## src/hw/rtl/stpe_pkg.sv

```systemverilog
// Shared widths, register indexes and types for the state-time power estimator.
package stpe_pkg;

  localparam int unsigned CNT_W       = 32;  // tick counter width
  localparam int unsigned CUR_W       = 16;  // per-state current weight width
  localparam int unsigned VOLT_W      = 16;
  localparam int unsigned AVG_W       = 32;
  localparam int unsigned NUM_LANES   = 5;   // cpu, lpm, deep lpm, tx, rx
  localparam int unsigned LANE_PROD_W = CNT_W + CUR_W;        // 48
  localparam int unsigned SUM_W       = LANE_PROD_W + 3;      // 51
  localparam int unsigned FACTOR_W    = 26;                   // 1000 * voltage
  localparam int unsigned SPLIT_W     = 26;                   // low part of sum
  localparam int unsigned PROD_W      = SUM_W + FACTOR_W;     // 77
  localparam int unsigned AVG_SUM_W   = AVG_W + 3;            // 35
  localparam int unsigned STEP_W      = 7;
  localparam int unsigned REG_IDX_W   = 3;
  localparam int unsigned CFG_DATA_W  = 32;

  localparam logic [STEP_W-1:0] PWR_STEPS = STEP_W'(PROD_W);

  localparam logic [9:0]       VOLT_SCALE  = 10'd1000;
  // (60a + 40p) / 100 = (3a + 2p) / 5, done by folding and a reciprocal multiply
  localparam logic [CNT_W-1:0] AVG_RECIP    = 32'hCCCC_CCCD;  // ceil(2^34 / 5)
  localparam int unsigned      AVG_RECIP_SH = 34;
  localparam logic [CNT_W-1:0] AVG_WRAP_Q   = 32'd858993459;  // 2^32 = 5 * this + 1
  localparam logic [VOLT_W-1:0] VOLT_RESET = 16'd3;

  localparam logic [REG_IDX_W-1:0] REG_SUPPLY_VOLTAGE   = 3'd0;
  localparam logic [REG_IDX_W-1:0] REG_CPU_CURRENT      = 3'd1;
  localparam logic [REG_IDX_W-1:0] REG_LPM_CURRENT      = 3'd2;
  localparam logic [REG_IDX_W-1:0] REG_DEEP_LPM_CURRENT = 3'd3;
  localparam logic [REG_IDX_W-1:0] REG_TX_CURRENT       = 3'd4;
  localparam logic [REG_IDX_W-1:0] REG_RX_CURRENT       = 3'd5;
  localparam logic [REG_IDX_W-1:0] REG_INITIAL_AVERAGE  = 3'd6;

  localparam logic OP_BASELINE = 1'b0;
  localparam logic OP_SAMPLE   = 1'b1;

  typedef logic [LANE_PROD_W-1:0] lane_prod_t;

  typedef struct packed {
    logic busy;
    logic ovf;   // quotient did not fit in 32 bits
  } div_status_t;

endpackage

```

## src/hw/rtl/stpe_merge.sv

```systemverilog
// Lane merge: sum the lane products, then scale by 1000 * voltage in two halves.
module stpe_merge (
  input  logic                         clk_i,
  input  logic                         sum_en_i,
  input  logic                         mul_en_i,
  input  stpe_pkg::lane_prod_t         lane_prod_i [stpe_pkg::NUM_LANES],
  input  logic [stpe_pkg::VOLT_W-1:0]  voltage_i,
  output logic [stpe_pkg::PROD_W-1:0]  prod_o
);
  import stpe_pkg::*;

  logic [SUM_W-1:0]             sum_d, sum_q;
  logic [FACTOR_W-1:0]          factor_q;
  logic [SPLIT_W+FACTOR_W-1:0]  pp_lo_q;
  logic [PROD_W-SPLIT_W-1:0]    pp_hi_q;

  always_comb begin
    sum_d = '0;
    for (int i = 0; i < NUM_LANES; i++) begin
      sum_d = sum_d + SUM_W'(lane_prod_i[i]);
    end
  end

  always_ff @(posedge clk_i) begin
    if (sum_en_i) begin
      sum_q    <= sum_d;
      factor_q <= FACTOR_W'(FACTOR_W'(voltage_i) * FACTOR_W'(VOLT_SCALE));
    end
    if (mul_en_i) begin
      pp_lo_q <= (SPLIT_W+FACTOR_W)'(sum_q[SPLIT_W-1:0]) * (SPLIT_W+FACTOR_W)'(factor_q);
      pp_hi_q <= (PROD_W-SPLIT_W)'(sum_q[SUM_W-1:SPLIT_W]) * (PROD_W-SPLIT_W)'(factor_q);
    end
  end

  assign prod_o = PROD_W'(pp_lo_q) + {pp_hi_q, {SPLIT_W{1'b0}}};

endmodule

```

## config.mk

```make
export PLATFORM = sky130hd
export DESIGN_NAME = stpe_merge
export DESIGN_NICKNAME = d
export VERILOG_FILES = /design/src/hw/rtl/stpe_pkg.sv /design/src/hw/rtl/stpe_merge.sv
export SDC_FILE = /design/constraint.sdc
export NUM_CORES = 2
export LEC_CHECK = 0
export BUFFER_PORTS_ARGS = -buffer_cell sky130_fd_sc_hd__clkbuf_2
export CORE_UTILIZATION = 70
export DETAILED_ROUTE_END_ITERATION = 8
export PLACE_DENSITY = 0.9
export SETUP_SLACK_MARGIN = 0.02
export SLEW_MARGIN = 0
export SYNTH_ARGS = -nofsm -noshare
export SYNTH_HDL_FRONTEND = slang
export SYNTH_SLANG_ARGS = --single-unit
```

## constraint.sdc

```tcl
create_clock -name clk_i -period 22.5 [get_ports clk_i]
set_clock_uncertainty 0.1 [all_clocks]
set_input_delay 4.5 -clock clk_i [delete_from_list [all_inputs] [get_ports clk_i]]
set_output_delay 4.5 -clock clk_i [all_outputs]
set_load 0.02 [all_outputs]
```

* Word level (Yosys, flattened, before mapping)
Cells that the tools add are included.
** Operators by class
- $add $sub $neg :: 5
- Multipliers :: 3
** Operator list (number)
- 52-bit by 77-bit adder with 77-bit output :: 1
- 50-bit by 48-bit adder with 51-bit output :: 1
- 51-bit by 48-bit adder with 51-bit output :: 1
- 49-bit by 48-bit adder with 50-bit output :: 1
- 48-bit by 48-bit adder with 49-bit output :: 1
- 26-bit by 23-bit multiplier with 49-bit output :: 1
- 25-bit by 23-bit multiplier with 48-bit output :: 1
- 16-bit by 7-bit multiplier with 23-bit output, second input constant :: 1
** Storage, ports and cells
- Register bits :: 177
- Input bits :: 259
- Output and inout bits :: 77
- Logic and storage cells :: 12

* Depth between registers and ports, before layout
- Depth after elaboration :: 4
- Depth in mapped cells :: 28
- Depth with buffers taken out :: 26

* Least setup slack after synthesis
No wires, ideal clock.
- Path type :: input port to flip-flop
- From :: input lane_prod_i[1] (netlist bit)
- To :: register sum_q[47] (data pin)
- Setup time :: 264 ps
- Arrival time :: 8376 ps
- Data required time :: 22136 ps
- Setup slack :: 13761 ps
- Stages :: 18
- Cells stage by stage :: fa_1 > fa_1 > inv_1 > fa_1 > inv_1 > ha_1 > inv_1 > fa_1 > nor2b_1 > o31a_1 > nor4_1 > o21ai_1 > a31oi_2 > o21ai_1 > o41ai_2 > nor2_1 > a221oi_1 > xnor2_1
** On the way
- Word-level cells in the longest chain between the ends :: 1
** RTL lines
- start: declaration :: line stpe_merge.sv:6 : input stpe_pkg::lane_prod_t lane_prod_i [stpe_pkg::NUM_LANES],
- 51-bit by 48-bit adder with 51-bit output :: line stpe_merge.sv:20 : sum_d = sum_d + SUM_W'(lane_prod_i[i]);
- net sum_d[47] :: line stpe_merge.sv:12 : logic [SUM_W-1:0] sum_d, sum_q;
- end signal: assignment :: line stpe_merge.sv:26 : sum_q <= sum_d;
- end: declaration :: line stpe_merge.sv:12
The timed path passes the listed nets, and every way through them passes these cells.
A chain may end at the register's enable or synchronous reset.

* Worst setup path after layout
- From :: register factor_q[6]
- To :: register pp_lo_q[50] (data pin)
** On the way
- Word-level cells in the longest chain between the ends :: 1
** RTL lines
- start: declaration :: line stpe_merge.sv:13 : logic [FACTOR_W-1:0] factor_q;
- start signal: assignment :: line stpe_merge.sv:27 : factor_q <= FACTOR_W'(FACTOR_W'(voltage_i) * FACTOR_W'(VOLT_SCALE));
- 26-bit by 23-bit multiplier with 49-bit output :: line stpe_merge.sv:30 : pp_lo_q <= (SPLIT_W+FACTOR_W)'(sum_q[SPLIT_W-1:0]) * (SPLIT_W+FACTOR_W)'(factor_q);
- end signal: assignment :: line stpe_merge.sv:30
- end: declaration :: line stpe_merge.sv:14 : logic [SPLIT_W+FACTOR_W-1:0] pp_lo_q;
Every way passes these cells.

==> results_dict.tcl <==
set metrics [dict create \
    antenna_found_initial 1 \
    finalMaxSlewViolations 0 \
    cp-start-kind "flop" \
    critPathArrivalTime_ns 9.39 \
    holdBufCountCts 0 \
    wl_per_cell_um 20.3 \
    whs_ns 0.856 \
    rows 100 \
    hold_viol 0 \
    rsz0062_at_grt "no" \
    final.period_utilization_pct 41.1 \
    nFillCells 4836 \
    drc 0 \
    cts_setup_buffers 0 \
    setup_tns_ns 0 \
    die_w_um 277 \
    grt_pass1_vias 45209 \
    syn_area_per_cell_um2 9.50 \
    min_period_ns 9.24 \
    cp-end-kind "flop" \
    cts_tree "built" \
    worst-slew-pin-transition_ns 1.44 \
    ys_top_cells_by_area "fa_1 45%, ha_1 11%, edfxtp_1 9.7%" \
    synth_top_flop_cell "edfxtp_1" \
    clkTransAtPathRegs_ns 0.08 \
    area_growth_pct 5.40 \
    worst-setup-path-type "flop to flop" \
    grt_pass1_wl_um 223000 \
    synthDistinctLibCells 71 \
    ys_ff_latch 171 \
    dp_hpwl_um 104000 \
    clockBufferDepth 2 \
    multi_input_area_um2 42100 \
    layout.nets 7632 \
    h-tree-depth 4 \
    max_slew_margin_pct 3.97 \
    fmax_mhz 108 \
    io_pins 336 \
    hp-class "flop to flop" \
    clk_latency_ns 0.50 \
    ys_top_cells_by_count "1212 x inv_1, 1179 x fa_1, 742 x nand2_1, 533 x and2_1, 476 x ha_1" \
    wl_um 136000 \
    yosysTopAreaCellShare_pct 44.6 \
    die-area_um2 76800 \
    die_h_um 277 \
    syn_inst 5572 \
    root_buffer "clkbuf_16" \
    status "completed" \
    antenna-diode-count 0 \
    ys_seq_area_share_pct 9.70 \
    initial_core_util_pct 70.9 \
    vias 40162 \
    clock-sinks 171 \
    path_max_fanout 45 \
    yosysTopAreaCell "fa_1" \
    design.core.area_um2 74700 \
    post_drt_via_cell_ratio 5.99 \
    setup_violations 0 \
    synth_edf_count 171 \
    routabilityCongestion 0.985 \
    ys_warn_count 0 \
    maxCapViolations 0 \
    yosysMostFrequentCell "inv_1" \
    track_usage_pct 37.2 \
    cts-resized-gates 0 \
    grt_overflow 0 \
    whs_path_depth 2 \
    port_buffers 332 \
    grt_start_max_net_pins 75 \
    ff_latch_area_um2 5130 \
    async_reset_ff_share_pct 0 \
    final_core_util_pct 74.7 \
    reg2regPathDepth 23 \
    syn_area_um2 53000 \
    firstDrtPassIters 6 \
    numCtsBuffers 17 \
    drt_first_iter_violations 3400 \
    layout-drive-gt1-share_pct 7.87 \
    cp.required_ns 22.65 \
    ant_nets 0 \
]
final cells by class:
| class | count | share of cell area (%) |
|---|---|---|
| timing repair buffer | 410 | 4.03 |
| clock inverter | 14 | 0.271 |
| clock buffer | 18 | 0.769 |
| multi-input combinational | 3906 | 75.4 |
| sequential | 171 | 9.20 |
| inverter | 1212 | 8.15 |
| tap | 969 | 2.17 |
flip-flops by register name, indices dropped and copies added (netlist names):
register  flops
pp_hi_q      48
sum_q        51
factor_q     23
pp_lo_q      49
worst max-delay path, stage by stage, from the launching register on:
cell and delay (ns):
edfxtp_1 0.74, buf_4 0.66, nand2_1 0.16, fa_1 0.59, fa_1 0.45, fa_1 0.49, fa_1 0.55, inv_1 0.06
fa_1 0.49, fa_1 0.50, inv_1 0.07, fa_1 0.49, inv_1 0.05, ha_1 0.43, and3_1 0.25, nand2_1 0.08
or2_1 0.23, a2111oi_0 0.91, nor3_1 0.19, or3_1 0.40, o21ai_1 0.31, a21bo_2 0.25, a21oi_1 0.09, xnor2_1 0.41
cell families (layout without fill, tap and decap cells):
logic type | count (synthesis) | after routing | synth area share (%)
muxes | 1 | 1 | 0.0189
buffers and inverters | 1497 | 1654 | 10.8
xor gates and xnor gates | 199 | 199 | 3.29
adders and majority gates | 1655 | 1655 | 55.8
DFF | 171 | 171 | 9.70
and+or+nand+nor | 1538 | 1538 | 14.2
AOI/OAI and AO/OA | 510 | 510 | 6.18
other | 1 | 3 | 0.00708
per-stage QoR:
stage	area, um2	setup WS (ns)	cells
after floorplan	53000	13.76	5574
after global placement	55200	13.04	6668
after detailed placement	55200	12.96	6668
after CTS	55800	13.49	6700
after global routing	55800	13.15	6700
final	55800	13.26	6700
final timing paths:
kind	start	end	slack (ns)
worst max-delay path	factor_q[6]$_DFFE_PP_	pp_lo_q[50]$_DFFE_PP_	13.26
worst min-delay path	sum_q[0]$_DFFE_PP_	pp_lo_q[3]$_DFFE_PP_	0.86
worst max register to register	factor_q[6]$_DFFE_PP_	pp_lo_q[50]$_DFFE_PP_	13.26
worst min register to register	sum_q[0]$_DFFE_PP_	pp_lo_q[3]$_DFFE_PP_	0.86
layer usage:
layer	GRT usage, %	wire length [um]
met5	0.188	0
met3	9.24	15800
met2	62.1	64900
met4	20.1	8000
met1	44.5	47000
cell usage in the layout, fill, tap and decap left out, types with 4 or more instances in the layout:
cell type  Yosys  routed
inv_1       1212    1212
fa_1        1179    1179
nand2_1      742     742
and2_1       533     533
ha_1         476     476
clkbuf_2       0     330
a21oi_1      173     173
edfxtp_1     171     171
xnor2_1      142     142
a21o_1       106     106
nor2_1        90      90
buf_4         29      79
o21ai_0       57      57
xor2_1        57      57
nand3_1       36      36
nand4_1       32      32
o21bai_1      28      28
o21ai_1       25      25
o21a_1        20      20
and3_1        20      20
nor3_1        20      20
nor2b_1       17      17
clkbuf_16      0      17
nand2b_1      16      16
a211oi_1      15      15
a31oi_1       14      14
or3_1         10      10
o211ai_1       7       7
a221oi_1       6       6
inv_6          0       6
a211o_1        5       5
o31a_1         5       5
o31ai_1        5       5
o221ai_1       4       4
and4_1         4       4
Power is left out: the tool's default activity adds up to more than one toggle a clock period on the data nets, which glitch-free logic cannot reach.
