### config.mk
export PLATFORM = sky130hd
export DESIGN_NAME = stpe_div
export DESIGN_NICKNAME = d
export VERILOG_FILES = /design/src/hw/rtl/stpe_pkg.sv /design/src/hw/rtl/stpe_div.sv
export SDC_FILE = /design/constraint.sdc
export NUM_CORES = 1
export LEC_CHECK = 0
export BUFFER_PORTS_ARGS = -buffer_cell sky130_fd_sc_hd__buf_2
export CAP_MARGIN = 30
export CORE_UTILIZATION = 25
export DETAILED_ROUTE_END_ITERATION = 10
export RECOVER_POWER = 25
export SLEW_MARGIN = 0
export SYNTH_ARGS = -nofsm -noshare
export SYNTH_HDL_FRONTEND = slang
export SYNTH_SLANG_ARGS = --single-unit
### constraint.sdc
create_clock -name clk_i -period 6.8 [get_ports clk_i]
set_input_delay 0.34 -clock clk_i [delete_from_list [all_inputs] [get_ports clk_i]]
set_output_delay 0.34 -clock clk_i [all_outputs]
set_load 0.03 [all_outputs]
### src/hw/rtl/stpe_pkg.sv
// Shared widths, register indexes and types for the state-time power estimator.
package stpe_pkg;

  localparam int unsigned CNT_W       = 32;  // tick counter width
  localparam int unsigned CUR_W       = 16;  // per-state current weight width
  localparam int unsigned VOLT_W      = 16;
  localparam int unsigned AVG_W       = 32;
  localparam int unsigned NUM_LANES   = 5;   // cpu, lpm, deep lpm, tx, rx
  localparam int unsigned LANE_PROD_W = CNT_W + CUR_W;        // 48
  localparam int unsigned SUM_W       = LANE_PROD_W + 3;      // 51
  localparam int unsigned FACTOR_W    = 26;                   // 1000 * voltage
  localparam int unsigned SPLIT_W     = 26;                   // low part of sum
  localparam int unsigned PROD_W      = SUM_W + FACTOR_W;     // 77
  localparam int unsigned AVG_SUM_W   = AVG_W + 3;            // 35
  localparam int unsigned STEP_W      = 7;
  localparam int unsigned REG_IDX_W   = 3;
  localparam int unsigned CFG_DATA_W  = 32;

  localparam logic [STEP_W-1:0] PWR_STEPS = STEP_W'(PROD_W);

  localparam logic [9:0]       VOLT_SCALE  = 10'd1000;
  // (60a + 40p) / 100 = (3a + 2p) / 5, done by folding and a reciprocal multiply
  localparam logic [CNT_W-1:0] AVG_RECIP    = 32'hCCCC_CCCD;  // ceil(2^34 / 5)
  localparam int unsigned      AVG_RECIP_SH = 34;
  localparam logic [CNT_W-1:0] AVG_WRAP_Q   = 32'd858993459;  // 2^32 = 5 * this + 1
  localparam logic [VOLT_W-1:0] VOLT_RESET = 16'd3;

  localparam logic [REG_IDX_W-1:0] REG_SUPPLY_VOLTAGE   = 3'd0;
  localparam logic [REG_IDX_W-1:0] REG_CPU_CURRENT      = 3'd1;
  localparam logic [REG_IDX_W-1:0] REG_LPM_CURRENT      = 3'd2;
  localparam logic [REG_IDX_W-1:0] REG_DEEP_LPM_CURRENT = 3'd3;
  localparam logic [REG_IDX_W-1:0] REG_TX_CURRENT       = 3'd4;
  localparam logic [REG_IDX_W-1:0] REG_RX_CURRENT       = 3'd5;
  localparam logic [REG_IDX_W-1:0] REG_INITIAL_AVERAGE  = 3'd6;

  localparam logic OP_BASELINE = 1'b0;
  localparam logic OP_SAMPLE   = 1'b1;

  typedef logic [LANE_PROD_W-1:0] lane_prod_t;

  typedef struct packed {
    logic busy;
    logic ovf;   // quotient did not fit in 32 bits
  } div_status_t;

endpackage

### src/hw/rtl/stpe_div.sv
// Serial restoring divider: one quotient bit per cycle from a left-aligned dividend.
module stpe_div (
  input  logic                         clk_i,
  input  logic                         rst_ni,
  input  logic                         start_i,
  input  logic [stpe_pkg::PROD_W-1:0]  dividend_i,
  input  logic [stpe_pkg::CNT_W-1:0]   divisor_i,
  input  logic [stpe_pkg::STEP_W-1:0]  steps_i,
  output logic [stpe_pkg::CNT_W-1:0]   quotient_o,
  output stpe_pkg::div_status_t        status_o
);
  import stpe_pkg::*;

  logic                busy_q;
  logic [STEP_W-1:0]   cnt_q;
  logic [PROD_W-1:0]   dvd_q;
  logic [CNT_W-1:0]    dvs_q;
  logic [CNT_W-1:0]    rem_q;
  logic [CNT_W-1:0]    quo_q;
  logic                ovf_q;
  logic [CNT_W:0]      rem_sh;
  logic                ge;
  logic [CNT_W:0]      rem_sub;

  assign rem_sh  = {rem_q, dvd_q[PROD_W-1]};
  assign ge      = rem_sh >= {1'b0, dvs_q};
  assign rem_sub = rem_sh - {1'b0, dvs_q};

  always_ff @(posedge clk_i or negedge rst_ni) begin
    if (!rst_ni) begin
      busy_q <= 1'b0;
      cnt_q  <= '0;
    end else if (start_i) begin
      busy_q <= 1'b1;
      cnt_q  <= steps_i;
    end else if (busy_q) begin
      cnt_q <= cnt_q - STEP_W'(1);
      if (cnt_q == STEP_W'(1)) begin
        busy_q <= 1'b0;
      end
    end
  end

  always_ff @(posedge clk_i) begin
    if (start_i) begin
      dvd_q <= dividend_i;
      dvs_q <= divisor_i;
      rem_q <= '0;
      quo_q <= '0;
      ovf_q <= 1'b0;
    end else if (busy_q) begin
      dvd_q <= {dvd_q[PROD_W-2:0], 1'b0};
      rem_q <= ge ? rem_sub[CNT_W-1:0] : rem_sh[CNT_W-1:0];
      quo_q <= {quo_q[CNT_W-2:0], ge};
      // a set bit leaving the top means the quotient exceeds 32 bits
      ovf_q <= ovf_q | quo_q[CNT_W-1];
    end
  end

  assign quotient_o    = quo_q;
  assign status_o.busy = busy_q;
  assign status_o.ovf  = ovf_q;

endmodule

==> Word-level counts from Yosys, hierarchy flattened <==
Index checks and enable logic that the tools add are counted.
{ "word_totals": {"reg_bits": 182, "inputBits": 119, "out_inout_bits": 34, "elab_cells": 21} }
{ "classes": {"add_sub_neg": 2, "order_cmp": 1, "n_eq_ne": 1, "muxes": 8, "bitwise_logic": 1, "n_reduce_logical": 1} }
{ "op_table": {"columns": ["cell", "n"], "rows": [
  ["77-bit 2-to-1 mux", 2],
  ["33-bit by 32-bit >= comparator with 1-bit output", 1],
  ["32-bit 2-to-1 mux", 1],
  ["32-bit subtractor", 1],
  ["7-bit 2-to-1 mux", 2],
  ["7-bit by 1-bit == test with 1-bit output (second input constant)", 1],
  ["7-bit by 1-bit subtractor with 7-bit output (second input constant)", 1],
  ["1-bit 2-to-1 mux", 3],
  ["2-bit nonzero test", 1],
  ["1-bit OR", 1]
]} }

==> Longest topological paths before layout <==
{ "logic_depth": {"ltp_word": 4, "depth_mapped": 13, "mapped_depth_nobuf": 12} }

==> Worst setup path before layout <==
OpenSTA, ideal clock, no wires.
{ "synth_timing": {"path_kind": "register -> register", "start": "register dvs_q[6]", "end": "register rem_q[27]", "setup_ns": 0.091, "arrival_time_ns": 2.499, "required_time_ns": 6.709, "setup_slack_ns": 4.210, "path_stages_with_launch": 12, "path_buffers": 1, "synth_period_minus_slack_ns": 2.590, "cell_sequence": "edfxtp_1 > inv_1 > ha_1 > buf_2 > a2111o_1 > o21a_1 > o211a_1 > or2_2 > a31oi_1 > xnor2_1 > nand2_1 > a311oi_1"} }
{ "synth_between": {"elab_chain_cells": 2, "word_cells_on_any_way": 3, "cone_classes": "add/sub (1); order compare (1); mux (1)"} }
{ "synth_lines": {"columns": ["item", "line_no", "source"], "rows": [
  ["from (decl)", "stpe_div.sv:17", "logic [CNT_W-1:0] dvs_q;"],
  ["from (signal assigned)", "stpe_div.sv:47", "dvs_q <= divisor_i;"],
  ["32-bit subtractor or 33-bit by 32-bit >= comparator with 1-bit output (tied branches)", "stpe_div.sv:27, stpe_div.sv:26", null],
  ["32-bit 2-to-1 mux (*)", "stpe_div.sv:53", "rem_q <= ge ? rem_sub[CNT_W-1:0] : rem_sh[CNT_W-1:0];"],
  ["to (signal assigned)", "stpe_div.sv:53", null],
  ["to (decl)", "stpe_div.sv:18", "logic [CNT_W-1:0] rem_q;"]
]} }
Mark *: on every way between the ends. The rest lies on a longest branch, timed or not.
A chain may end at the register's enable or synchronous reset.

==> Worst setup path in the final report <==
{ "layout_timing": {"start": "input start_i", "end": "register dvd_q[54], data pin"} }
{ "layout_between": {"elab_chain_cells": 1} }
{ "layout_lines": {"columns": ["item", "line_no", "source"], "rows": [
  ["from (decl)", "stpe_div.sv:5", "input logic start_i,"],
  ["77-bit 2-to-1 mux", "stpe_div.sv:45", "if (start_i) begin"],
  ["to (signal assigned)", "stpe_div.sv:46", "dvd_q <= dividend_i;"],
  ["to (signal assigned)", "stpe_div.sv:52", "dvd_q <= {dvd_q[PROD_W-2:0], 1'b0};"],
  ["to (decl)", "stpe_div.sv:16", "logic [PROD_W-1:0] dvd_q;"]
]} }
Every way passes these cells.

==> metrics.yaml <==
synth_seq_cells: 182
fin_crit_ps: 3450
synth.distinct_cells: 56
fillers: 3681
antenna_found_initial: 8
max_slew_margin_pct: -88.5
port_buffers: 152
clk_latency_ps: 450
ctsHtreeMaxLevel: 4
clock_skew_ps: 14.9
grtUsageMet3_pct: 5.07
avgSynthCellArea_sq_um: 11.1
arrival_ps: 3640
design.portCount: 153
fin_tns_setup_ps: 0
async_reset_ff_share_pct: 4.40
grt_max_degree: 75
grt_util_met1_pct: 13.5
cts_tree: "yes"
critPathRequiredTime_ps: 6990
fin_crit_sh_pct: 50.7
clkSinkCount: 182
yosys_warnings: 0
grt_setup_unrepaired: "false"
p_total_w: 0.00265
p_leak_nw: 4.75
drive_gt1_share_pct: 29.0
vias: 6422
crit_path_cell_trace: "clkbuf_1, buf_4, mux2_2"
synth_nets: 970
cts_buffer_depth: 2
grt_overflow: 0
cp_max_fo: 73
finalHoldViolations: 0
peakVddDrop_uv: 204
tritoncts.num_buffers: 17
via_per_inst: 4.51
drcViolationCount: 24
final_max_slew_viol_count: 53
fmax_mhz: 290
grt_use_total_pct: 11.0
crit_type: "in2reg"
initialDrtViolationCount: 326
seq_area_frac_synth_pct: 52.6
wirelength_mm: 19.9
whs_ps: 65.2
post_drt_wl_per_cell_um: 14.0
fin_util_pct: 30.7
initial_core_util_pct: 25.5
min_path_type: "in2reg"
drtPass1Iterations: 8
tightestPinTransition_ps: 2830
die_h_um: 193
max_stage_delay_ps: 1950
syn_area_sq_um: 9080
violations: "design-rule violations, max-capacitance violations, max-slew violations"
syn2layout_area_growth_pct: 20.4
cts_root_buf: "clkbuf_16"
power.density_nw_per_um2: 243
grt_busiest_layer: "met2"
slowest_stage: "clkbuf_1"
netlist_instances: 816
nets: 1100
core_sq_um: 35700
placedCellCount: 1387
cts_resized: 0
max_cap_viol_count: 1
clkTransAtPathRegs_ps: 80
setup-violations-final: 0
use_met2_pct: 17.1
instances_no_fill: 1423
grt_pass1_wl_mm: 31.7
start_kind: "input pin"
dieArea_sq_um: 37100
die_x_um: 193
synth_edf_count: 109
crit_path_end_kind: "register"
grt_pass1_vias: 6185
place.gp.congestion: 0.799
status: "finished with violations"
row_count: 69
dpl.hpwl_mm: 13.8
final_antenna_net_count: 0
synthFlopType: "edfxtp_1"
## per-stage QoR
| stage | setup slack [ps] | instance area [sq um] |
|---|---|---|
| floorplan | 4210 | 9080 |
| global route | 3020 | 10900 |
| finish | 3350 | 10900 |
| CTS | 3550 | 10900 |
| global placement | 3460 | 10200 |
| detailed placement | 3570 | 10300 |
## logic make-up (layout without fill, tap and decap cells)
logic type | Yosys count | in the layout | share of synthesized area [%]
AND/OR/NAND/NOR | 225 | 225 | 11.0
multiplexers | 109 | 109 | 13.1
adder cells (fa/ha/maj) | 35 | 35 | 4.91
other | 0 | 3 | 0
AO/OA/AOI/OAI | 146 | 146 | 11.2
flip-flops | 182 | 182 | 52.6
XOR/XNOR | 33 | 33 | 3.18
buffers and inverters | 86 | 229 | 3.93
## placed cells by master (no fill, tap or decap), drive strengths merged, types with 6 or more instances in the layout
cell and count:
a211oi 7, a21o 15, a21oi 38, a311oi 23, a31oi 8, and3 7, buf 153, clkbuf 21
clkinv 6, dfrtp 8, dfxtp 65, edfxtp 109, ha 34, inv 48, mux2 77, mux2i 32
nand2 82, nand3 19, nor2 73, nor2b 8, nor3 8, o211ai 6, o21a 6, o21ai 28
xnor2 20, xor2 13
## worst max-delay path: cells and delay by family
| family | cells | cell delay (ps) |
|---|---|---|
| buffers and inverters | 2 | 2850 |
| muxes | 1 | 410 |
## sequential cells by signal, indices dropped and copies added (netlist names)
name	cells
quotient_o	32
dvs_q	32
busy_q	1
ovf_q	1
cnt_q	7
dvd_q	77
rem_q	32
## metal layers
layer  routed length [um]  vias to the layer above
li1                     -                     3212
met1                 9050                     3045
met2                 8970                      130
met3                 1600                       23
met4                  205                       12
met5                   74                        -
## cell usage after synthesis (2+ instances only)
master	count	share of area [%]
nor2_1	73	3.0
ha_1	34	4.7
nor3_1	7	0.39
xnor2_1	20	1.9
or3_1	2	0.14
nand3_1	19	1.0
a211oi_1	7	0.58
nand4_1	3	0.21
buf_2	5	0.28
mux2i_1	32	3.5
o211ai_1	6	0.50
and2_1	3	0.21
a311oi_2	8	1.3
nor2b_1	8	0.55
a21oi_1	37	2.0
a21o_1	15	1.2
or2_2	3	0.21
a31oi_1	8	0.55
edfxtp_1	109	36
clkbuf_1	28	1.2
xor2_1	13	1.3
o21a_1	6	0.50
o21ai_1	2	0.11
nand2b_1	4	0.28
dfrtp_1	8	2.2
nor3b_1	3	0.25
o21bai_1	4	0.33
nand2_1	82	3.4
mux2_2	77	9.6
buf_4	3	0.25
a311oi_1	15	1.4
buf_1	8	0.33
o21ai_0	26	1.4
inv_1	39	1.6
nand3b_1	4	0.33
dfxtp_1	65	14
nor4_1	4	0.28
buf_6	2	0.25
and3_1	7	0.48
## power by group
group | switching [W] | total [W] | leakage (nW) | internal [W]
logic | 0.000155 | 0.000306 | 2.70 | 0.000152
registers | 0.0000364 | 0.00130 | 1.75 | 0.00126
clock network | 0.000535 | 0.00105 | 0.307 | 0.000514
## final timing paths
path                          startpoint         to  slack, ps  cells past startpoint
max                              start_i  dvd_q[54]       3350                      3
min                        divisor_i[13]  dvs_q[13]         70                      1
max in group asynchronous         rst_ni     busy_q       6110                      2
min in group asynchronous         rst_ni     busy_q        350                      2
min reg2reg                        ovf_q      ovf_q        490                      2
max reg2reg                     dvs_q[8]  rem_q[23]       3560                     11
## final cells by class
cell class	instances	area, sq um	area share (%)
repair buffers	158	831	7.60
well taps	461	577	5.28
multi-input cells	548	3960	36.2
clock inverters	15	210	1.92
flip-flops and latches	182	4780	43.7
diodes	3	7.51	0.0687
inverters	39	146	1.34
clock buffers	17	425	3.89
## repair_timing
item                       in CTS  in global routing
hold buffers                    1                  0
buffers inserted                0                  0
hold endpoints to repair        8                  0
setup endpoints to repair       0                  0
(Power assumes the default switching activity.)
