**config.mk**
```make
export PLATFORM = sky130hd
export DESIGN_NAME = stpe_lane
export DESIGN_NICKNAME = d
export VERILOG_FILES = /design/src/hw/rtl/stpe_pkg.sv /design/src/hw/rtl/stpe_lane.sv
export SDC_FILE = /design/constraint.sdc
export NUM_CORES = 1
export LEC_CHECK = 0
export ABC_CLOCK_PERIOD_IN_PS = 12800
export BUFFER_PORTS_ARGS = -buffer_cell sky130_fd_sc_hd__clkbuf_2
export CAP_MARGIN = 10
export CORE_MARGIN = 2
export CORE_UTILIZATION = 35
export CTS_BUF_LIST = sky130_fd_sc_hd__clkbuf_16
export DETAILED_ROUTE_END_ITERATION = 12
export SYNTH_ARGS = -nofsm -noshare
export SYNTH_HDL_FRONTEND = slang
export SYNTH_SLANG_ARGS = --single-unit
```
**constraint.sdc**
```tcl
create_clock -name clk_i -period 12.8 [get_ports clk_i]
set_input_delay 1.28 -clock clk_i [delete_from_list [all_inputs] [get_ports clk_i]]
set_output_delay 1.28 -clock clk_i [all_outputs]
set_load 0.01 [all_outputs]
```
**src/hw/rtl/stpe_pkg.sv**
```systemverilog
// Shared widths, register indexes and types for the state-time power estimator.
package stpe_pkg;

  localparam int unsigned CNT_W       = 32;  // tick counter width
  localparam int unsigned CUR_W       = 16;  // per-state current weight width
  localparam int unsigned VOLT_W      = 16;
  localparam int unsigned AVG_W       = 32;
  localparam int unsigned NUM_LANES   = 5;   // cpu, lpm, deep lpm, tx, rx
  localparam int unsigned LANE_PROD_W = CNT_W + CUR_W;        // 48
  localparam int unsigned SUM_W       = LANE_PROD_W + 3;      // 51
  localparam int unsigned FACTOR_W    = 26;                   // 1000 * voltage
  localparam int unsigned SPLIT_W     = 26;                   // low part of sum
  localparam int unsigned PROD_W      = SUM_W + FACTOR_W;     // 77
  localparam int unsigned AVG_SUM_W   = AVG_W + 3;            // 35
  localparam int unsigned STEP_W      = 7;
  localparam int unsigned REG_IDX_W   = 3;
  localparam int unsigned CFG_DATA_W  = 32;

  localparam logic [STEP_W-1:0] PWR_STEPS = STEP_W'(PROD_W);

  localparam logic [9:0]       VOLT_SCALE  = 10'd1000;
  // (60a + 40p) / 100 = (3a + 2p) / 5, done by folding and a reciprocal multiply
  localparam logic [CNT_W-1:0] AVG_RECIP    = 32'hCCCC_CCCD;  // ceil(2^34 / 5)
  localparam int unsigned      AVG_RECIP_SH = 34;
  localparam logic [CNT_W-1:0] AVG_WRAP_Q   = 32'd858993459;  // 2^32 = 5 * this + 1
  localparam logic [VOLT_W-1:0] VOLT_RESET = 16'd3;

  localparam logic [REG_IDX_W-1:0] REG_SUPPLY_VOLTAGE   = 3'd0;
  localparam logic [REG_IDX_W-1:0] REG_CPU_CURRENT      = 3'd1;
  localparam logic [REG_IDX_W-1:0] REG_LPM_CURRENT      = 3'd2;
  localparam logic [REG_IDX_W-1:0] REG_DEEP_LPM_CURRENT = 3'd3;
  localparam logic [REG_IDX_W-1:0] REG_TX_CURRENT       = 3'd4;
  localparam logic [REG_IDX_W-1:0] REG_RX_CURRENT       = 3'd5;
  localparam logic [REG_IDX_W-1:0] REG_INITIAL_AVERAGE  = 3'd6;

  localparam logic OP_BASELINE = 1'b0;
  localparam logic OP_SAMPLE   = 1'b1;

  typedef logic [LANE_PROD_W-1:0] lane_prod_t;

  typedef struct packed {
    logic busy;
    logic ovf;   // quotient did not fit in 32 bits
  } div_status_t;

endpackage

```
**src/hw/rtl/stpe_lane.sv**
```systemverilog
// One lane: wrapped counter delta times its state current, registered.
module stpe_lane (
  input  logic                        clk_i,
  input  logic                        en_i,
  input  logic [stpe_pkg::CNT_W-1:0]  count_i,
  input  logic [stpe_pkg::CNT_W-1:0]  prev_i,
  input  logic [stpe_pkg::CUR_W-1:0]  current_i,
  output stpe_pkg::lane_prod_t        prod_o
);
  import stpe_pkg::*;

  logic [CNT_W-1:0] delta;
  lane_prod_t       prod_d, prod_q;

  assign delta  = count_i - prev_i;
  assign prod_d = LANE_PROD_W'(delta) * LANE_PROD_W'(current_i);

  always_ff @(posedge clk_i) begin
    if (en_i) begin
      prod_q <= prod_d;
    end
  end

  assign prod_o = prod_q;

endmodule

```
# Word-level counts from Yosys, hierarchy flattened
# Cells that the tools add are included.
op_classes:
  addsub: 1
  mul: 1
op_table:
  columns: ["operator", "count"]
  rows:
  - ["$mul 32x16->48", 1]
  - ["$sub 32x32->32", 1]
word_totals:
  ff_bits: 48
  in_bits: 82
  out_inout_bits: 48
  word_cells: 3

# Longest topological paths before layout
# Gate-level depths: netlist (run 1).
depth:
  depth_word: 2
  mapped_depth: 35
  mapped_depth_nobuf: 34

# Worst setup path after synthesis (run 1)
# Ideal clock, no wire load.
synth_timing:
  path_type: "input port to flip-flop"
  from: "input count_i[0] in the netlist's numbering"
  to: "register prod_q[40], in the netlist prod_o[40], data pin"
  setup_time_ns: 0.261
  t_arrival_ns: 8.666
  required_time_ns: 12.539
  path_slack_ns: 3.873
  path_stages: 31
  n_path_buf: 1
  path_cell_list: "inv_1 > ha_1 > fa_1 > nor2b_4 > o31a_1 > o311ai_4 > nand3_1 > a31oi_1 > o21bai_1 > a21oi_1 > xnor2_1 > clkbuf_1 > nand2_1 > fa_1 > fa_1 > fa_1 > inv_1 > fa_1 > fa_1 > inv_1 > fa_1 > inv_1 > ha_1 > and2_1 > a211o_1 > a311o_1 > a31oi_1 > o21ai_1 > a22oi_2 > o21ai_1 > o311a_1"
synth_between:
  elab_chain_len: 2
synth_lines:
  columns: ["item", "line_no", "rtl"]
  rows:
  - ["start, declared", "stpe_lane.sv:5", "input logic [stpe_pkg::CNT_W-1:0] count_i,"]
  - ["$sub 32x32->32", "stpe_lane.sv:15", "assign delta = count_i - prev_i;"]
  - ["$mul 32x16->48", "stpe_lane.sv:16", "assign prod_d = LANE_PROD_W'(delta) * LANE_PROD_W'(current_i);"]
  - ["net prod_d[40]", "stpe_lane.sv:13", "lane_prod_t prod_d, prod_q;"]
  - ["end signal, assigned", "stpe_lane.sv:20", "prod_q <= prod_d;"]
  - ["end, declared", "stpe_lane.sv:13", null]
# The timed path passes the listed nets, and every way through them passes these cells.
# A chain may end at the register's enable or synchronous reset.

# Final worst setup path (run 1)
layout_timing:
  from: "input prev_i[1] in the netlist's numbering"
  to: "register prod_q[34], in the netlist prod_o[34], data pin"
layout_between:
  elab_chain_len: 2
layout_lines:
  columns: ["item", "line_no", "rtl"]
  rows:
  - ["start, declared", "stpe_lane.sv:6", "input logic [stpe_pkg::CNT_W-1:0] prev_i,"]
  - ["$sub 32x32->32", "stpe_lane.sv:15", null]
  - ["$mul 32x16->48", "stpe_lane.sv:16", null]
  - ["net prod_d[34]", "stpe_lane.sv:13", null]
# The timed path passes the listed nets, and every way through them passes these cells.

==> results of run 1 <==
[per-stage QoR]
stage / util / worst slack (ns)
6_report: 0.379 / 3.10
5_1_grt: 0.379 / 2.51
4_1_cts: 0.379 / 3.12
3_5_place_dp: 0.376 / 2.82
3_3_place_gp: 0.376 / 2.88
2_1_floorplan: - / 3.87
[layout by cell type, fill, tap and decap left out, types with 20 or more instances in the layout]
master    instances
buf_4            31
nand2_1         320
edfxtp_1         48
nor2_1           65
a21o_1           37
ha_1            151
a31oi_1          20
clkbuf_2        129
xnor2_1          41
and2_1          165
fa_1            419
o21ai_0          38
nand3_1          40
inv_1           488
nor2b_1          30
a21oi_1          60
[cell type report]
class	count	share of cell area
Multi-Input combinational cell	1642	0.759
Inverter	488	0.0841
Sequential cell	48	0.0662
Tap cell	765	0.0440
Timing Repair Buffer	160	0.0403
Clock buffer	5	0.00575
Clock inverter	3	0.000805
Antenna cell	2	0.000230
[worst max-delay path: cells and delay by family]
kind | cells | cell delay (ns)
simple gates | 3 | 0.48
buf+inv | 5 | 0.28
fa+ha+maj | 8 | 3.66
compound gates | 12 | 3.05
xor+xnor | 2 | 0.94
[final timing paths]
path / from / endpoint / slack (ns) / cells past startpoint
worst max-delay path: prev_i[1] / prod_o[34]$_DFFE_PP_ / 3.10 / 30
worst min-delay path: en_i / prod_o[42]$_DFFE_PP_ / 1.63 / 2
[layer usage]
metal,part of all wire,global-route usage,up-vias
met4,0.024,0.0493,0
met2,0.54,0.346,388
li1,-,-,7173
met5,0,0,-
met1,0.40,0.232,8227
met3,0.035,0.0171,83
[logic make-up (layout without fill, tap and decap cells)]
| kind of cell | Yosys count | in the layout | synth area share |
|---|---|---|---|
| multiplexers | 1 | 1 | 0.000495 |
| XOR/XNOR | 66 | 66 | 0.0289 |
| AND/OR/NAND/NOR | 738 | 738 | 0.184 |
| AO/OA/AOI/OAI | 267 | 267 | 0.0915 |
| buffers and inverters | 619 | 656 | 0.116 |
| other | 0 | 2 | 0 |
| flip-flops | 48 | 48 | 0.0712 |
| adder cells (fa/ha/maj) | 570 | 570 | 0.508 |
==> metrics.yaml, run 1 <==
outcome: "completed"
syn_nets: 2961
synth_top_area_frac: 0.414
fin_area_sq_um: 21800
ys_ff_latch: 48
drt-pass1-iter-count: 5
synth_edf_count: 48
rsz0062_at_grt: "no"
syn_to_final_growth_pct: 7.55
seq_area_frac_synth: 0.0712
synth.distinct_cells: 71
core_sq_um: 57500
yosys_warnings: 0
grt_max_degree: 65
cp-start-kind: "primary input"
fin_cells: 3113
timing.final.crit_share: 0.758
nets: 2997
start_util: 0.352
ys_async_sr_fraction: 0
postCtsResizedCells: 0
wirelength_um: 54800
pin_count: 130
yosysTopAreaCell: "fa_1"
fmax_mhz: 103
grt_pass1_vias: 16915
cts.path.max_buffers: 2
viasPerCell: 5.10
h-tree-depth: 2
hp-class: "primary input to flop"
grt_pass1_wl_um: 88800
die_w_um: 244
rows: 88
path_clk_slew_ns: 0.07
tightest_slew_ns: 1.15
clkSinkCount: 48
portBuffers: 129
finalSetupViolations: 0
dieArea_sq_um: 59800
ant_nets: 0
gp_congestion: 0.862
syn_avg_cell_area_sq_um: 8.77
crit_type: "primary input to flop"
dp_cells: 3103
cts_root_buf: "clkbuf_16"
cts_tree: "yes"
num-fill-cells: 5908
grt_antenna_before_repair: 0
cts_buffers: 5
cts_setup_buffers: 0
synth.most_common_cell: "inv_1"
cp_slowest_cell: "xnor2_2"
dr_total_vias: 15871
synthCells: 2309
grt.overflow.total: 0
synth_commonest_cells: "inv_1, fa_1, nand2_1, and2_1, ha_1"
final.min_clock_period_ns: 9.70
die_y_um: 244
largest_reg_flops: 48
wl_per_cell_um: 17.6
holdWs_ns: 1.63
required_ns: 12.82
endpoint_kind: "flop"
multi_input_area_sq_um: 16500
maxSlewHeadroom: 0.231
drive_gt1_frac: 0.0865
dp_hpwl_um: 44100
drc: 0
synthTopCellsByArea: "fa_1, ha_1, inv_1"
cp_max_fo: 16
fin_tns_setup_ns: 0
seqCellArea_sq_um: 1440
cpPeakStageDelay_ns: 0.76
ctsHoldBuffers: 0
cp_common_cell: "fa_1"
cap_violations: 0
synth_area_sq_um: 20200
cp.arrival_ns: 9.72
place_area_sq_um: 21600
hold_viol_final: 0
drt_iter0_drc: 852
slew_violations: 0
synth-main-ff-cell: "edfxtp_1"
grt_use_total: 0.187
Power of run 1 is left out: the tool's default activity adds up to more than one toggle a clock period on the data nets, which glitch-free logic cannot reach.
==> run 2: changes to the inputs <==
--- a/config.mk
+++ b/config.mk
@@ -5,7 +5,7 @@
 export SDC_FILE = /design/constraint.sdc
 export NUM_CORES = 1
 export LEC_CHECK = 0
-export ABC_CLOCK_PERIOD_IN_PS = 12800
+export ABC_CLOCK_PERIOD_IN_PS = 8300
 export BUFFER_PORTS_ARGS = -buffer_cell sky130_fd_sc_hd__clkbuf_2
 export CAP_MARGIN = 10
 export CORE_MARGIN = 2
==> constraint.sdc (replaced) <==
create_clock -name clk_i -period 8.3 [get_ports clk_i]
set_input_delay 0.83 -clock clk_i [delete_from_list [all_inputs] [get_ports clk_i]]
set_output_delay 0.83 -clock clk_i [all_outputs]
set_load 0.01 [all_outputs]
==> run 2 against run 1 <==
Net effect: the flow now finishes with violations (negative setup slack); flip-flop and latch count unchanged; via count up 6.4%; critical path depth up 5; setup slack worse by 3.1 ns; final cell count up 8.9%; die area unchanged; sequential share of layout area down 0.81 points; cell area up 14%; non-clock buffer count up 279; hold slack worse by 0.45 ns; critical endpoint is now prod_o[41]$_DFFE_PP_; highest routed layer unchanged.
==> metrics.yaml, run 2 (synthesized netlist as in run 1, its figures left out) <==
outcome: "finished, violations left"
violations: "negative setup slack"
grt_pass1_vias: 18147  # +7.3%
path_clk_slew_ns: 0.07  # about the same
cp.arrival_ns: 8.37  # -1.35 ns
portBuffers: 129  # unchanged
endpoint_kind: "flop"
cts_buffers: 5  # unchanged
timing.final.crit_share: 1.00
pin_count: 130  # unchanged
cpPeakStageDelay_ns: 0.56  # -0.20 ns
h-tree-depth: 2  # unchanged
critPathBufInv: 8  # +3
syn_to_final_growth_pct: 22.5
crit_family: "adder cells"
ant_nets: 0  # unchanged
drt-pass1-iter-count: 6  # +1
finalSetupViolations: 1  # +1
grt.overflow.total: 0  # unchanged
cp-start-kind: "primary input"
slew_violations: 0  # unchanged
met1_usage: 0.243  # +0.0111
hold_viol_final: 0  # unchanged
die_w_um: 244  # unchanged
clkSinkCount: 48  # unchanged
grt_pass1_wl_um: 95100  # +7.0%
tightest_slew_ns: 0.908  # -0.246 ns
drive_gt1_frac: 0.229  # +0.143
final_cell_mix: "inv_1, fa_1, nand2_1"
grt_antenna_before_repair: 3  # +3
drc: 0  # unchanged
nets: 3276  # +9.3%
fin_area_sq_um: 24800  # +14%
rsz0062_at_grt: "yes"
ctsHoldBuffers: 0  # unchanged
grt.busiest_layer: "met2"
largest_reg_flops: 48  # unchanged
final.min_clock_period_ns: 8.31
rows: 88  # unchanged
place_area_sq_um: 23700  # +9.7%
hp-class: "primary input to flop"
die_y_um: 244  # unchanged
fmax_mhz: 120
met3_usage: 0.0312  # +0.0140
grt_max_degree: 49  # -25%
viasPerCell: 4.98  # -2.3%
grtUsageMet2: 0.365  # +0.0184
cp_slowest_cell: "fa_1"
layout_setup_ws_ns: -0.00618  # -3.11 ns
maxSlewHeadroom: 0.395  # +0.164
cts.path.max_buffers: 2  # unchanged
drt_iter0_drc: 1001  # +17%
wirelength_um: 59600  # +8.8%
cts_tree: "yes"
crit_type: "primary input to flop"
wl_per_cell_um: 17.6  # -0.13%
cap_violations: 0  # unchanged
start_util: 0.352  # unchanged
cp_max_fo: 4  # -12
core_sq_um: 57500  # unchanged
required_ns: 8.37  # -4.45 ns
dp_hpwl_um: 49600  # +12%
grt_use_total: 0.201  # +0.0137
cts_root_buf: "clkbuf_16"
dr_total_vias: 16888  # +6.4%
gp_congestion: 0.924  # +7.1%
mostFrequentLayoutCell: "inv_1"
holdWs_ns: 1.17  # -0.455 ns
dieArea_sq_um: 59800  # unchanged
## run 2: path summary, 6_finish.rpt
kind                  slack (ns)              endpoint        from  cells past startpoint
worst max-delay path      -0.006  prod_o[41]$_DFFE_PP_  count_i[0]                     35
worst min-delay path        1.17  prod_o[12]$_DFFE_PP_        en_i                      2
## run 2: area by class of cell
type                       instances  area, sq um
multi-input combinational       1642        17200
antenna                            1         2.50
clock inverter                     3         38.8
tap                              765          957
fill                            5655        32700
sequential                        48         1440
clock buffer                       5          125
inverter                         488         1830
timing repair buffer             439         3170
## run 2: per-layer routing
metal	vias up	wire [um]
met5	-	0
met3	107	2910
met1	8617	24000
met4	0	1870
met2	424	30800
li1	7740	-
## run 2: per-stage QoR
step,std cells,worst slack [ns],TNS [ns],util
floorplan,2309,0.00248,0,-
global placement,3363,-0.507,-8.40,0.413
detailed placement,3363,-0.711,-11.49,0.413
CTS,3382,-0.0615,-0.108,0.425
global route,3390,-0.229,-2.07,0.431
finish,3391,-0.00618,-0.00618,0.431
## run 2: what timing repair did
item	4_1_cts	5_1_grt
gates resized for setup	97	74
setup buffers	11	9
pin swaps	85	53
endpoints found under the setup margin	19	25
endpoints found under the hold margin	0	0
Power of run 2 is left out for the same reason.
==> run 3: changes to the inputs <==
--- a/config.mk
+++ b/config.mk
@@ -11,7 +11,9 @@
 export CORE_MARGIN = 2
 export CORE_UTILIZATION = 35
 export CTS_BUF_LIST = sky130_fd_sc_hd__clkbuf_16
+export CTS_CLUSTER_DIAMETER = 30
 export DETAILED_ROUTE_END_ITERATION = 12
+export PLACE_DENSITY = 0.52
 export SYNTH_ARGS = -nofsm -noshare
 export SYNTH_HDL_FRONTEND = slang
 export SYNTH_SLANG_ARGS = --single-unit
==> run 3 against run 2 <==
Net effect: the run still ends with negative setup slack left; routed wire length increased by 3.5%; clock-buffer cell count unchanged; via count is 0.82% higher; flip-flop and latch count stayed put; die area is the same; sequential share of layout area about the same; global-route usage grew 0.77 points; setup slack worse by 0.066 ns; critical endpoint is now prod_o[40]$_DFFE_PP_.
==> metrics.yaml, run 3 (synthesized netlist as in run 1, its figures left out) <==
tightest_slew_ns: 0.982  # +0.0744 ns
die_w_um: 244  # unchanged
wl_per_cell_um: 18.1  # +2.8%
ant_nets: 0  # unchanged
cap_violations: 0  # unchanged
dr_total_vias: 17027  # +0.82%
crit_type: "primary input to flop"
largest_reg_flops: 48  # unchanged
cp_slowest_cell: "fa_1"
drt_iter0_drc: 869  # -13%
dieArea_sq_um: 59800  # unchanged
final.min_clock_period_ns: 8.37  # +0.0658 ns
grt.overflow.total: 0  # unchanged
grt_pass1_wl_um: 98200  # +3.3%
rsz0062_at_grt: "yes"
hp-class: "primary input to flop"
wirelength_um: 61600  # +3.5%
start_util: 0.352  # unchanged
n_antenna_cell: 0  # -1
final_cell_mix: "inv_1, fa_1, nand2_1"
hold_viol_final: 0  # unchanged
cpPeakStageDelay_ns: 0.54  # -0.02 ns
drc: 0  # unchanged
violations: "negative setup slack"
pin_count: 130  # unchanged
dp_hpwl_um: 51100  # +3.0%
portBuffers: 129  # unchanged
die_y_um: 244  # unchanged
viasPerCell: 4.99  # +0.14%
utilization: 0.434  # +0.00263
mostFrequentLayoutCell: "inv_1"
fin_tns_setup_ns: -0.184  # -0.178 ns
finalSetupViolations: 7  # +6
required_ns: 8.37  # about the same
h-tree-depth: 2  # unchanged
cp_common_cell: "fa_1"
grt_max_degree: 56  # +14%
core_sq_um: 57500  # unchanged
cp_max_fo: 4  # unchanged
clkSinkCount: 48  # unchanged
endpoint_kind: "flop"
path_clk_slew_ns: 0.08  # about the same
grt_use_total: 0.208  # +0.00769
nets: 3300  # +0.73%
maxSlewHeadroom: 0.345  # -0.0496
cts.path.max_buffers: 2  # unchanged
syn_to_final_growth_pct: 23.3
layout_setup_ws_ns: -0.0720  # -0.0658 ns
drive_gt1_frac: 0.234  # +0.00509
cts_buffers: 5  # unchanged
cts_tree: "yes"
holdWs_ns: 1.16  # -0.00728 ns
slew_violations: 0  # unchanged
gp_congestion: 0.867  # -6.1%
timing.final.crit_share: 1.01  # +0.00793
cp-start-kind: "primary input"
cp.arrival_ns: 8.44  # +0.07 ns
grt_pass1_vias: 18160  # +0.072%
fmax_mhz: 119  # -0.79%
rows: 88  # unchanged
grt_antenna_before_repair: 0  # -3
outcome: "finished, violations left"
drt-pass1-iter-count: 6  # unchanged
cts_root_buf: "clkbuf_16"
[run 3: cell count changes in the layout (fill, tap and decap cells not counted), sizes merged]
cell	previous run	this run
bufinv	1	2
bufbuf	1	0
diode	1	0
clkbuf	133	135
clkinv	1	0
buf	310	332
a21boi	4	5
[run 3: timing repair]
item	in CTS	in global routing
hold buffers	0	0
pin swaps	31	102
buffers inserted	13	17
resized for setup	69	102
setup endpoints to repair	18	25
gates cloned	2	2
[run 3: metrics by stage]
| step | setup slack [ns] | cell area [sq um] | std cells |
|---|---|---|---|
| 5_1_grt | -0.343 | 25000 | 3414 |
| 4_1_cts | -0.0685 | 24400 | 3395 |
| 6_report | -0.0720 | 25000 | 3414 |
| 3_5_place_dp | -0.693 | 23800 | 3372 |
| 2_1_floorplan | 0.00248 | 20300 | 2309 |
| 3_3_place_gp | -0.534 | 23800 | 3372 |
[run 3: final cells by class]
cell class | count | area [sq um]
Clock buffer | 5 | 125
Clock inverter | 3 | 68.8
Fill cell | 5828 | 32500
Inverter | 488 | 1830
Multi-Input combinational cell | 1643 | 17200
Sequential cell | 48 | 1440
Tap cell | 765 | 957
Timing Repair Buffer | 462 | 3310
[run 3: per-layer routing]
layer / up-vias / share of wire / global-route usage
met5: - / 0 / 0
met4: 0 / 0.022 / 0.0488
met3: 83 / 0.035 / 0.0182
met2: 355 / 0.52 / 0.378
met1: 8806 / 0.42 / 0.268
li1: 7783 / - / -
[run 3: worst max-delay path: cells and delay by family]
family / cells / cell delay [ns]
AOI/OAI and AO/OA: 11 / 2.30
xor gates and xnor gates: 1 / 0.10
adders and majority gates: 9 / 3.51
buffers and inverters: 11 / 1.22
and+or+nand+nor: 4 / 0.47
[run 3: path summary, 6_finish.rpt]
kind  slack, ns  cells past startpoint       start                   end
min        1.16                      2        en_i  prod_o[13]$_DFFE_PP_
max       -0.07                     36  count_i[0]  prod_o[40]$_DFFE_PP_
Power of run 3 is left out for the same reason.
